$ cat config.mk
export PLATFORM = sky130hd
export DESIGN_NAME = button_edge_event_queue
export DESIGN_NICKNAME = d
export VERILOG_FILES = /design/src/hw/rtl/bev_pkg.sv /design/src/hw/rtl/bev_fold.sv /design/src/hw/rtl/button_edge_event_queue.sv
export SDC_FILE = /design/constraint.sdc
export NUM_CORES = 1
export LEC_CHECK = 0
export ABC_AREA = 1
export BUFFER_PORTS_ARGS = -buffer_cell sky130_fd_sc_hd__clkbuf_2
export CELL_PAD_IN_SITES_DETAIL_PLACEMENT = 0
export CELL_PAD_IN_SITES_GLOBAL_PLACEMENT = 2
export CORE_ASPECT_RATIO = 0.6
export CORE_MARGIN = 5
export CORE_UTILIZATION = 43
export DETAILED_ROUTE_END_ITERATION = 7
export GPL_TIMING_DRIVEN = 0
export PLACE_DENSITY_LB_ADDON = 0.1
export REMOVE_ABC_BUFFERS = 1
export SETUP_SLACK_MARGIN = 0.02
export SYNTH_ARGS = -nofsm -noshare
export SYNTH_HDL_FRONTEND = slang
export SYNTH_SLANG_ARGS = --single-unit
$ cat constraint.sdc
create_clock -name clk -period 7.4 [get_ports clk]
set_input_delay 0.74 -clock clk [delete_from_list [all_inputs] [get_ports clk]]
set_output_delay 0.74 -clock clk [all_outputs]
set_load 0.005 [all_outputs]
$ cat src/hw/rtl/bev_pkg.sv
package bev_pkg;

	// Mapped entries and fixed field widths
	localparam int unsigned MAP_ENTRIES = 14;
	localparam int unsigned ENTRY_W     = 4;
	localparam int unsigned AXIS_W      = 16;
	localparam int unsigned THR_W       = 15;

	// Direction entries that the stick folds into
	localparam logic [ENTRY_W-1:0] DIR_UP    = 4'd0;
	localparam logic [ENTRY_W-1:0] DIR_DOWN  = 4'd1;
	localparam logic [ENTRY_W-1:0] DIR_LEFT  = 4'd2;
	localparam logic [ENTRY_W-1:0] DIR_RIGHT = 4'd3;

	// Configuration register indexes
	localparam logic CFG_THRESHOLD = 1'b0;
	localparam logic CFG_ENABLED   = 1'b1;

	localparam logic [THR_W-1:0] THRESHOLD_RESET = 15'd16000;

	// Stream payload widths
	localparam int unsigned IN_DATA_W  = 48;
	localparam int unsigned OUT_DATA_W = 8;

	// One queued event: entry index above, press flag in bit 0
	typedef struct packed {
		logic [ENTRY_W-1:0] entry;
		logic               down;
	} event_t;

endpackage

$ cat src/hw/rtl/bev_fold.sv
module bev_fold
	import bev_pkg::*;
(
	input  logic [MAP_ENTRIES-1:0] buttons,
	input  logic [AXIS_W-1:0]      stick_x,
	input  logic [AXIS_W-1:0]      stick_y,
	input  logic [THR_W-1:0]       threshold,
	output logic [MAP_ENTRIES-1:0] folded
);

	logic signed [AXIS_W:0] sx;
	logic signed [AXIS_W:0] sy;
	logic signed [AXIS_W:0] thr_pos;
	logic signed [AXIS_W:0] thr_neg;

	// Widen axes and threshold to a common signed width
	assign sx      = $signed({stick_x[AXIS_W-1], stick_x});
	assign sy      = $signed({stick_y[AXIS_W-1], stick_y});
	assign thr_pos = $signed({2'b00, threshold});
	assign thr_neg = -thr_pos;

	// Fold the stick onto the direction entries
	always_comb begin
		folded = buttons;
		if (sy > thr_pos) folded[DIR_UP]    = 1'b1;
		if (sy < thr_neg) folded[DIR_DOWN]  = 1'b1;
		if (sx < thr_neg) folded[DIR_LEFT]  = 1'b1;
		if (sx > thr_pos) folded[DIR_RIGHT] = 1'b1;
	end

endmodule

$ cat src/hw/rtl/button_edge_event_queue.sv
// Button edge event queue: one result per poll, one poll at a time.
// After an enabled input transfer the edges are captured; the edge scan then visits 2 x 14
// candidates, press then release per entry, writing an event slot of the ring memory for
// each edge while the ring has room; then at most one ring read and the output load. A disabled
// poll goes straight to the output load. The next poll is taken the cycle after that load.
// Reset (arst_n low) clears pointers and previous sample and reloads the register defaults;
// ring contents are left undefined and are only read after being written.
module button_edge_event_queue
	import bev_pkg::*;
#(
	parameter int unsigned QUEUE_SLOTS = 32
) (
	input  logic                  clk,
	input  logic                  arst_n,
	// Poll input: buttons[13:0], stick_x[29:14], stick_y[45:30], zero pad
	input  logic                  s_tvalid,
	output logic                  s_tready,
	input  logic [IN_DATA_W-1:0]  s_tdata,
	// Result: event_valid[0], entry_index[4:1], key_down[5], zero pad
	output logic                  m_tvalid,
	input  logic                  m_tready,
	output logic [OUT_DATA_W-1:0] m_tdata,
	// Configuration write
	input  logic                  cfg_valid,
	output logic                  cfg_ready,
	input  logic                  cfg_index,
	input  logic [THR_W-1:0]      cfg_data
);

	localparam int unsigned PTR_W = (QUEUE_SLOTS > 1) ? $clog2(QUEUE_SLOTS) : 1;
	localparam logic [PTR_W-1:0] PTR_LAST = PTR_W'(QUEUE_SLOTS - 1);
	localparam logic [ENTRY_W-1:0] ENTRY_LAST = ENTRY_W'(MAP_ENTRIES - 1);
	localparam int unsigned EV_W = $bits(event_t);

	localparam logic [2:0] ST_IDLE = 3'd0;
	localparam logic [2:0] ST_SCAN = 3'd1;
	localparam logic [2:0] ST_POP  = 3'd2;
	localparam logic [2:0] ST_DONE = 3'd3;

	logic [2:0]             state_q;
	logic [THR_W-1:0]       threshold_q;
	logic                   enabled_q;
	logic [MAP_ENTRIES-1:0] prev_q;
	logic [MAP_ENTRIES-1:0] pressed_q;
	logic [MAP_ENTRIES-1:0] released_q;
	logic [ENTRY_W-1:0]     idx_q;
	logic                   phase_q;
	logic [PTR_W-1:0]       rd_ptr_q;
	logic [PTR_W-1:0]       wr_ptr_q;
	logic                   pop_q;
	logic                   out_valid_q;
	event_t                 out_ev_q;
	logic                   out_pop_q;

	logic [MAP_ENTRIES-1:0] folded;
	logic [PTR_W-1:0]       wr_next;
	logic [PTR_W-1:0]       rd_next;
	logic                   in_xfer;
	logic                   cand;
	logic                   wr_en;
	logic                   rd_en;
	logic                   load_out;
	event_t                 wr_ev;
	event_t                 rd_data_s1;

	logic [EV_W-1:0]        ring_mem [QUEUE_SLOTS];

	bev_fold u_fold (
		.buttons  (s_tdata[MAP_ENTRIES-1:0]),
		.stick_x  (s_tdata[MAP_ENTRIES +: AXIS_W]),
		.stick_y  (s_tdata[MAP_ENTRIES+AXIS_W +: AXIS_W]),
		.threshold(threshold_q),
		.folded   (folded)
	);

	// Handshake decode
	assign s_tready  = (state_q == ST_IDLE);
	assign in_xfer   = s_tvalid && s_tready;
	assign cfg_ready = 1'b1;
	assign load_out  = (state_q == ST_DONE) && (!out_valid_q || m_tready);

	// Ring pointer advance with wrap
	assign wr_next = (wr_ptr_q == PTR_LAST) ? '0 : wr_ptr_q + 1'b1;
	assign rd_next = (rd_ptr_q == PTR_LAST) ? '0 : rd_ptr_q + 1'b1;

	// Current scan candidate: press phase first, then release
	assign cand        = phase_q ? released_q[idx_q] : pressed_q[idx_q];
	assign wr_en       = (state_q == ST_SCAN) && cand && (wr_next != rd_ptr_q);
	assign wr_ev.entry = idx_q;
	assign wr_ev.down  = ~phase_q;
	assign rd_en       = (state_q == ST_POP) && (rd_ptr_q != wr_ptr_q);

	// Event ring memory, registered read
	always_ff @(posedge clk) begin
		if (wr_en) ring_mem[wr_ptr_q] <= wr_ev;
		if (rd_en) rd_data_s1 <= ring_mem[rd_ptr_q];
	end

	// Configuration registers
	always_ff @(posedge clk or negedge arst_n) begin
		if (!arst_n) begin
			threshold_q <= THRESHOLD_RESET;
			enabled_q   <= 1'b1;
		end else if (cfg_valid && cfg_ready) begin
			unique case (cfg_index)
				CFG_THRESHOLD: threshold_q <= cfg_data;
				CFG_ENABLED:   enabled_q   <= cfg_data[0];
				default:       ;
			endcase
		end
	end

	// Poll sequencer: fold, scan edges into the ring, pop at most one; skipped when disabled
	always_ff @(posedge clk or negedge arst_n) begin
		if (!arst_n) begin
			state_q    <= ST_IDLE;
			prev_q     <= '0;
			pressed_q  <= '0;
			released_q <= '0;
			idx_q      <= '0;
			phase_q    <= 1'b0;
			rd_ptr_q   <= '0;
			wr_ptr_q   <= '0;
			pop_q      <= 1'b0;
		end else begin
			unique case (state_q)
				ST_IDLE: begin
					if (in_xfer) begin
						idx_q   <= '0;
						phase_q <= 1'b0;
						pop_q   <= 1'b0;
						if (enabled_q) begin
							pressed_q  <= folded & ~prev_q;
							released_q <= ~folded & prev_q;
							prev_q     <= folded;
							state_q    <= ST_SCAN;
						end else begin
							state_q <= ST_DONE;
						end
					end
				end
				ST_SCAN: begin
					if (wr_en) wr_ptr_q <= wr_next;
					phase_q <= ~phase_q;
					if (phase_q) begin
						idx_q <= idx_q + 1'b1;
						if (idx_q == ENTRY_LAST) state_q <= ST_POP;
					end
				end
				ST_POP: begin
					pop_q <= rd_en;
					if (rd_en) rd_ptr_q <= rd_next;
					state_q <= ST_DONE;
				end
				ST_DONE: begin
					if (load_out) state_q <= ST_IDLE;
				end
				default: state_q <= ST_IDLE;
			endcase
		end
	end

	// Output register: hold the result until transferred
	always_ff @(posedge clk or negedge arst_n) begin
		if (!arst_n) begin
			out_valid_q <= 1'b0;
		end else if (load_out) begin
			out_valid_q <= 1'b1;
		end else if (m_tready) begin
			out_valid_q <= 1'b0;
		end
	end

	always_ff @(posedge clk) begin
		if (load_out) begin
			out_pop_q <= pop_q;
			out_ev_q  <= pop_q ? rd_data_s1 : '0;
		end
	end

	assign m_tvalid = out_valid_q;
	assign m_tdata  = {2'b00, out_ev_q.down, out_ev_q.entry, out_pop_q};

endmodule

==> results of run 1 <==
[Yosys cell counts (all sizes together)]
cell	count	area [sq um]
edfxtp	171	5130
xnor2	1	8.76
o211ai	7	52.6
clkbuf	36	135
dfstp	7	184
a32o	1	10.0
o2111ai	1	8.76
xor2	17	149
conb	2	7.51
nor3	7	35.0
o31ai	2	15.0
nor4	2	12.5
a21oi	60	300
nor2	188	743
buf	19	113
o21bai	2	15.0
a2111o	1	11.3
nand4	7	43.8
nand3b	14	105
o21ai	149	764
nand2	191	777
o22ai	58	363
or4	1	7.51
o21a	2	15.0
nand3	44	265
a211oi	2	15.0
ha	73	913
a31oi	1	6.26
inv	99	377
dfrtp	70	1750
a221oi	1	8.76
o221ai	2	17.5
[worst max-delay path by stage]
| stage | to | slack, ps | cells past startpoint |
|---|---|---|---|
| 2_1_floorplan | rd_data_s1[1] | 3730 | 6 |
| 3_3_place_gp | rd_data_s1[1] | 990 | 6 |
| 3_5_place_dp | prev_q[2] | 3840 | 20 |
| 4_1_cts | prev_q[2] | 3810 | 20 |
| 5_1_grt | prev_q[2] | 3450 | 20 |
| 6_report | prev_q[1] | 3830 | 20 |
[layout make-up]
cell class | instances | area [sq um] | area share, %
multi-input cells | 837 | 4670 | 33.7
well taps | 375 | 469 | 3.38
clock inverters | 14 | 143 | 1.03
repair buffers | 78 | 468 | 3.37
clock buffers | 31 | 658 | 4.75
inverters | 99 | 377 | 2.72
flip-flops and latches | 248 | 7080 | 51.0
[layer usage]
layer	vias to the layer above	wire [um]
met5	-	0
met4	0	435
met3	35	1880
met2	199	11700
met1	4285	17700
li1	4411	-
[flip-flops by register name, summed over array words and instances, names as in the netlist]
signal	cells
ring_mem	160
threshold_q	15
pressed_q	14
prev_q	14
released_q	14
m_tdata	5
rd_data_s1	5
rd_ptr_q	5
wr_ptr_q	5
idx_q	4
state_q	2
enabled_q	1
m_tvalid	1
out_pop_q	1
phase_q	1
pop_q	1
[power by group through the flow]
| stage | clock network (mW) | registers [mW] | logic [mW] |
|---|---|---|---|
| 6_report | 1.27 | 2.08 | 1.45 |
| 5_1_grt | 1.36 | 2.12 | 1.65 |
| 4_1_cts | 1.30 | 2.08 | 1.45 |
| 3_5_place_dp | 0 | 2.11 | 1.44 |
| 3_3_place_gp | 0 | 2.14 | 1.40 |
| 2_1_floorplan | 0 | 2.00 | 0.956 |
[kinds of logic after synthesis]
| logic type | after synthesis | share of synthesized area [%] |
|---|---|---|
| DFF | 248 | 57.2 |
| and+or+nand+nor | 454 | 16.1 |
| buffers and inverters | 154 | 5.05 |
| AOI/OAI and AO/OA | 289 | 13.0 |
| xor gates and xnor gates | 18 | 1.27 |
| adders and majority gates | 73 | 7.39 |
| other | 2 | 0.0607 |
[critical path, delay by kind of cell (launching register included)]
kind                     cells  cell delay [ps]
AO/OA/AOI/OAI                1               70
AND/OR/NAND/NOR             14             2040
buffers and inverters        2              150
adder cells (fa/ha/maj)      2              510
flip-flops                   1              430
XOR/XNOR                     1              210
[per-stage QoR]
stage	util (%)	area [sq um]	hold slack [ps]	std cells
floorplan	-	12100	444	1184
global placement	45.4	13000	462	1633
detailed placement	45.7	13000	463	1636
CTS	48.5	13800	157	1681
global route	48.6	13900	171	1682
finish	48.6	13900	169	1682
==> results_dict.tcl, run 1 <==
set metrics [dict create \
    overflow 0 \
    cts_tree "built" \
    std_cell_rows 48 \
    worstRegToRegCells 20 \
    drt_iter0_markers 767 \
    power_mw 4.81 \
    ir_drop_uv 210 \
    pwr-share-comb_pct 30.2 \
    tightest_slew_ps 1300 \
    globalplace.congestion 0.800 \
    leakagePower_nw 5.70 \
    antenna_found_initial 0 \
    area_delta_synth_final_pct 12.1 \
    ys.warnings.count 0 \
    power_density_nw_per_um2 347 \
    rsz0062_at_grt "no" \
    drc 0 \
    fin_ws_ps 3830 \
    path_class "reg2reg" \
    regToRegSetupSlack_ps 3830 \
    hp-class "in2async" \
    power.switching_mw 1.80 \
    drv_cap 0 \
    critical-path-max-stage-delay_ps 430 \
    swShare_pct 37.4 \
    vias 8930 \
    cts_buffer_depth 3 \
    use_met3_pct 3.84 \
    worst_ep_required_time_ps 7780 \
    intPower_mw 3.01 \
    grt_util_met1_pct 33.5 \
    r2r_start "threshold_q[0]" \
    critPathCaptureType "flop" \
    cp_cell_sequence "inv_1 > ha_1 > nand2_2 > nor2_4 > nand2_4 > nor3_1 > nand3_1 > xor2_1 > ha_1 > nand4_1 > nor2_1 > nand2_1 > nor2_1 > nand3_1 > nand2_1 > inv_2 > nand3_1 > nand3_2 > nand2_1 > o21ai_1" \
    clock.fmax_mhz 280 \
    clk_pin_slew_ps 70 \
    relSlewSlack_pct 13.3 \
    fin_tns_setup_ps 0 \
    clock_sinks 248 \
    use_met2_pct 25.5 \
    rr_endpoint "prev_q[1]" \
    period_minus_slack_ps 3570 \
    first_global_vias 8411 \
    num_io_pins 80 \
    drive_gt1_share_pct 13.0 \
    n_antenna_cell 0 \
    setup_violations 0 \
    grt_max_degree 86 \
    synth_cells 1238 \
    cts_root_buffer "clkbuf_16" \
    dp_hpwl_um 22000 \
    vias_per_cell 5.31 \
    cts_resized 0 \
    fillerInstances 2702 \
    cp_max_fo 4 \
    wire_per_inst_um 18.9 \
    die_h_um 141 \
    port_buffers 74 \
    crit_path_start_kind "flop" \
    ant_nets 0 \
    start_util_pct 43.3 \
    drt_wl_total_um 31800 \
    drv_slew 0 \
    core_sq_um 28500 \
    clk_latency_ps 540 \
    syn-cell-area_sq_um 12400 \
    clock_skew_ps 18.4 \
    cp_data_arrival_time_ps 3950 \
    period_share_pct 48.3 \
    ys_seq_area_share_pct 57.2 \
    postCtsSetupBuffers 0 \
    place_ws_ps 3840 \
    crit_start "threshold_q[0]" \
    cp_slowest_cell "dfrtp_1" \
    cts_hold_buf 0 \
    hold_violations 0 \
    h-tree-depth 1 \
    final_cell_mix "nand2_1 (179), nor2_1 (179), edfxtp_1 (171)" \
    clkPwrFrac_pct 26.4 \
    status "complete, no violations" \
    finalNetCount 1431 \
    grt_pass1_wl_um 49800 \
    dr.pass1.iters 5 \
    top_usage_layer "met1" \
    cts_buffers 25 \
    p_seq_share_pct 43.3 \
    synth_area_per_cell_sq_um 9.99 \
    ys_types 44 \
    die-width_um 229 \
    die_area_sq_um 32400 \
    yosys_register_bits 248 \
    grt_use_total_pct 19.6 \
]
(Power assumes the default switching activity.)
==> run 2, diff against run 1 <==
Settings changed: ABC_AREA 1 to 0.
Clock period 7.4 ns to 3.45 ns, I/O delays scaled along.
==> results_dict.tcl, run 2 <==
set metrics [dict create \
    grt_use_total_pct 18.4 \
    drt_wl_total_um 29200 \
    synth.most_common_cell "edfxtp_1" \
    ant_nets 0 \
    cts_tree "built" \
    std_cell_rows 47 \
    die_area_sq_um 31900 \
    synthTopCellsByCount "edfxtp_1 (171), nand2_1 (125), ha_1 (73)" \
    hp-class "in2reg" \
    crit_path_start_kind "flop" \
    clk_latency_ps 540 \
    ys_types 64 \
    status "complete, no violations" \
    num_io_pins 80 \
    ys.warnings.count 0 \
    h-tree-depth 1 \
    largest_reg_flops 160 \
    layout_commonest_cell "edfxtp_1" \
    setup_violations 0 \
    synthFlopType "edfxtp_1" \
    area_delta_synth_final_pct 16.3 \
    first_global_vias 7578 \
    cts_buffer_depth 3 \
    synthArstFlopShare_pct 31.0 \
    die_h_um 140 \
    critical-path-max-stage-delay_ps 500 \
    drv_cap 0 \
    cts_root_buffer "clkbuf_16" \
    critPathCaptureType "flop" \
    fin_tns_setup_ps 0 \
    antenna_found_initial 0 \
    cp_data_arrival_time_ps 3650 \
    start_util_pct 43.9 \
    yosysTopAreaCellShare_pct 42.2 \
    globalplace.congestion 0.850 \
    clock.fmax_mhz 307 \
    port_buffers 74 \
    clock_skew_ps 16.8 \
    leakagePower_nw 5.54 \
    synth_cells 903 \
    grt_max_degree 56 \
    synth_area_per_cell_sq_um 13.5 \
    top_register "ring_mem" \
    synth_area_leader_cell "edfxtp_1" \
    netlist_top_cells_area "edfxtp_1 (42%), dfrtp_1 (14%), mux4_2 (9.4%)" \
    drt_iter0_markers 569 \
    period_share_pct 94.5 \
    ys_seq_area_share_pct 58.1 \
    dp_hpwl_um 20600 \
    vias_per_cell 5.51 \
    clk_pin_slew_ps 70 \
    syn-cell-area_sq_um 12200 \
    overflow 0 \
    core_sq_um 27700 \
    grt_pass1_wl_um 45200 \
    tightest_slew_ps 1280 \
    cts_buffers 25 \
    power_density_nw_per_um2 684 \
    cp_cell_sequence "nor3_4 > nand2_4 > nor3_4 > nand2_2 > nor4_4 > xnor2_2 > ha_1 > nand4_1 > nor2_2 > nand3_1 > or4b_1 > o211ai_1 > buf_4 > o31ai_1" \
    drc 0 \
    rsz0062_at_grt "yes" \
    yosys_register_bits 248 \
    hold_violations 0 \
    final_cell_mix "edfxtp_1 (171), nand2_1 (119), clkbuf_2 (73)" \
    die-width_um 227 \
    finalNetCount 1136 \
    cp_max_fo 3 \
    top_regs "ring_mem: 160 flops, threshold_q: 15 flops" \
    relSlewSlack_pct 14.5 \
    path_buf_inv 1 \
    clock_sinks 248 \
    synth_edf_count 171 \
    period_minus_slack_ps 3260 \
    worst_ep_required_time_ps 3840 \
    cp_slowest_cell "or4b_1" \
    dr.pass1.iters 7 \
    wire_per_inst_um 21.1 \
    vias 7610 \
    power_mw 9.67 \
    ir_drop_uv 445 \
    cp_top_family "simple AND/OR/NAND/NOR gates" \
    drv_slew 0 \
    n_antenna_cell 0 \
    path_class "reg2reg" \
    crit_top_cell "nor3_4" \
    drive_gt1_share_pct 26.3 \
]
## run 2: changes by cell type after synthesis, moves of 16 or more
cell / change
nor2_1: -119
o21ai_0: -88
o22ai_1: -55
nand2_1: -54
inv_1: -53
mux4_2: +51
a21oi_1: -37
nand3_1: -23
xnor2_1: +16
## run 2: layer usage
metal | global-route usage, % | part of all wire, %
met5 | 0 | 0
met3 | 2.78 | 4.7
met4 | 2.61 | 1.2
met1 | 30.7 | 52
met2 | 25.7 | 42
## run 2: where the power goes
part | total [mW] | switching, mW | internal (mW) | leakage, nW
registers | 4.38 | 0.632 | 3.74 | 2.58
logic | 2.65 | 1.32 | 1.33 | 2.57
clock network | 2.64 | 1.17 | 1.47 | 0.385
total | 9.67 | 3.12 | 6.55 | 5.54
## run 2: area by class of cell
class | count | area, sq um
clock buffers | 33 | 676
flip-flops and latches | 248 | 7090
inverters | 36 | 138
repair buffers | 103 | 683
well taps | 367 | 459
fillers | 2353 | 13600
clock inverters | 13 | 118
multi-input cells | 580 | 4980
## run 2: worst min-delay path, cell delays in order
cell and delay (ps):
clkbuf_2 80, nand2_1 50, o21ai_0 70
## run 2: logic make-up (layout without fill, tap and decap cells)
group,Yosys count,in the layout,share of synthesized area [%]
AND/OR/NAND/NOR,293,293,11.8
flip-flops,248,248,58.1
AO/OA/AOI/OAI,115,115,5.96
buffers and inverters,76,185,2.63
multiplexers,74,74,12.3
adder cells (fa/ha/maj),73,73,7.51
XOR/XNOR,22,22,1.65
other,2,3,0.0618
## run 2: repair_timing
item,4_1_cts,5_1_grt
hold buffers,13,0
pin swaps,2,14
setup endpoints to repair,166,167
buffers inserted,2,11
resized for setup,24,44
hold endpoints to repair,34,0
## run 2: path summary, 6_finish.rpt
kind                       depth (start not counted)  slack [ps]            from              end
setup reg to reg                                  14         190  threshold_q[4]     pressed_q[2]
hold reg to reg                                    2         460  released_q[11]   released_q[11]
hold / removal                                     3          20     cfg_data[9]   threshold_q[9]
max in group asynchronous                          3        2500          arst_n  threshold_q[11]
min in group asynchronous                          2         280          arst_n     pressed_q[9]
setup / recovery                                  14         190  threshold_q[4]     pressed_q[2]
## run 2: through the flow
| step | hold WS, ps | instance area, sq um | cells | utilization, % | setup slack (ps) |
|---|---|---|---|---|---|
| 5_1_grt | 13.5 | 14100 | 1380 | 51.1 | -50.4 |
| 6_report | 20.6 | 14100 | 1380 | 51.1 | 188 |
| 3_5_place_dp | 309 | 12900 | 1308 | 46.5 | -633 |
| 2_1_floorplan | 49.4 | 12000 | 864 | - | 49.8 |
| 3_3_place_gp | 448 | 12800 | 1305 | 46.2 | -1060 |
| 4_1_cts | 0.892 | 13900 | 1369 | 50.3 | -13.3 |
==> run 3, diff against run 2 <==
Clock period 3.45 ns to 3.2 ns, I/O delays scaled along.
==> results_dict.tcl, run 3 (synthesized netlist as in run 2, its figures left out) <==
set metrics [dict create \
    power.switching_mw 3.44 \
    drv_slew 0 \
    drt_iter0_markers 600 \
    grt_pass1_wl_um 45700 \
    status "complete, no violations" \
    globalplace.congestion 0.850 \
    overflow 0 \
    drc 0 \
    final_cell_mix "edfxtp_1 (171), nand2_1 (119), clkbuf_2 (73)" \
    drv_cap 0 \
    cp_max_fo 3 \
    hold_violations 0 \
    clock.fmax_mhz 317 \
    path_class "reg2reg" \
    intPower_mw 7.09 \
    clock_skew_ps 20.1 \
    power_density_nw_per_um2 727 \
    rsz0062_at_grt "yes" \
    crit_path_start_kind "flop" \
    grt_use_total_pct 18.6 \
    vias_per_cell 5.51 \
    swShare_pct 32.6 \
    p_seq_share_pct 44.9 \
    worst_ep_required_time_ps 3590 \
    leakagePower_nw 5.66 \
    drive_gt1_share_pct 26.0 \
    stdcell_area_sq_um 14500 \
    period_minus_slack_ps 3160 \
    wire_per_inst_um 21.3 \
    clk_latency_ps 540 \
    num_io_pins 80 \
    core_sq_um 27700 \
    cp_data_arrival_time_ps 3550 \
    std_cell_rows 47 \
    period_share_pct 98.7 \
    critPathCaptureType "flop" \
    relSlewSlack_pct 14.6 \
    regToRegSetupSlack_ps 40 \
    power_mw 10.5 \
    ant_nets 0 \
    finalNetCount 1149 \
    ir_drop_uv 481 \
    port_buffers 74 \
    hp-start "cfg_data[5]" \
    h-tree-depth 1 \
    fin_tns_setup_ps 0 \
    antenna_found_initial 0 \
    dp_hpwl_um 20600 \
    cts_buffers 25 \
    min_to "threshold_q[5]" \
    cts_root_buffer "clkbuf_16" \
    whs_path_depth 3 \
    drt_wl_total_um 29600 \
    top_register "ring_mem" \
    clk_pin_slew_ps 70 \
    fin_ws_ps 41.6 \
    cp_cell_sequence "buf_12 > nor4_4 > nand3_2 > nor3_4 > xnor2_2 > ha_1 > nand4_1 > nor2_2 > nand3_1 > or4b_1 > o211ai_1 > buf_4 > o31ai_1" \
    critical-path-max-stage-delay_ps 520 \
    place_ws_ps -883 \
    area_delta_synth_final_pct 19.0 \
    clock_sinks 248 \
    die_area_sq_um 31900 \
    cts_buffer_depth 3 \
    post_dp_cell_area_sq_um 12900 \
    die_h_um 140 \
    cp_slowest_cell "or4b_1" \
    rr_endpoint "pressed_q[2]" \
    pwr-share-comb_pct 28.0 \
    largest_reg_flops 160 \
    grt_max_degree 56 \
    start_util_pct 43.9 \
    cts_tree "built" \
    tightest_slew_ps 1280 \
    layout_commonest_cell "edfxtp_1" \
    n_antenna_cell 0 \
    dr.pass1.iters 5 \
    first_global_vias 7715 \
    vias 7677 \
    die-width_um 227 \
    setup_violations 0 \
    hp-class "in2reg" \
    utilization_pct 52.3 \
    clkPwrFrac_pct 27.1 \
    r2r_start "threshold_q[1]" \
    top_regs "ring_mem: 160 flops, threshold_q: 15 flops" \
    worstRegToRegCells 13 \
]
-- run 3: area by class of cell --
class,instances,area (sq um)
timing repair buffer,116,830
sequential,248,7090
clock buffer,33,676
fill,2319,13200
tap,367,459
multi-input combinational,580,5170
clock inverter,13,118
inverter,36,138
-- run 3: power by group through the flow --
stage	clock network (mW)	logic (mW)	registers (mW)
2_1_floorplan	0	1.92	4.59
3_3_place_gp	0	2.57	4.86
3_5_place_dp	0	2.70	4.82
4_1_cts	2.93	2.87	4.74
5_1_grt	3.07	3.24	4.83
6_report	2.85	2.95	4.73
-- run 3: per-layer routing --
| metal | up-vias | routed length [um] | global-route usage (%) |
|---|---|---|---|
| met2 | 160 | 12500 | 26.4 |
| met1 | 3895 | 15400 | 30.8 |
| met3 | 29 | 1290 | 2.74 |
| li1 | 3593 | - | - |
| met4 | 0 | 401 | 2.67 |
| met5 | - | 0 | 0 |
-- run 3: per-stage QoR --
step	hold WS (ps)	cells
3_5_place_dp	284	1308
6_report	53.7	1393
3_3_place_gp	448	1305
2_1_floorplan	24.4	864
4_1_cts	26.6	1391
5_1_grt	51.9	1393
-- run 3: worst max path at each step --
| stage | slack (ps) | startpoint | endpoint |
|---|---|---|---|
| after detailed placement | -880 | threshold_q[2] | prev_q[2] |
| after CTS | -60 | threshold_q[1] | pressed_q[2] |
| after global routing | -150 | threshold_q[1] | pressed_q[2] |
| after global placement | -1310 | rd_ptr_q[0] | pop_q |
| after floorplan | -200 | rd_ptr_q[0] | rd_data_s1[0] |
| final | 40 | threshold_q[1] | pressed_q[2] |
-- run 3: timing repair --
action	4_1_cts	5_1_grt
resized for setup	66	39
hold endpoints to repair	48	0
pin swaps	14	17
hold buffers	26	0
endpoints found under the setup margin	172	166
setup buffers	11	2
-- run 3: critical path: cells and delay by family, from the launching register on --
family | cells | cell delay, ps
simple gates | 7 | 1570
flops | 1 | 440
buf+inv | 2 | 320
fa+ha+maj | 1 | 290
compound gates | 2 | 250
xor+xnor | 1 | 130
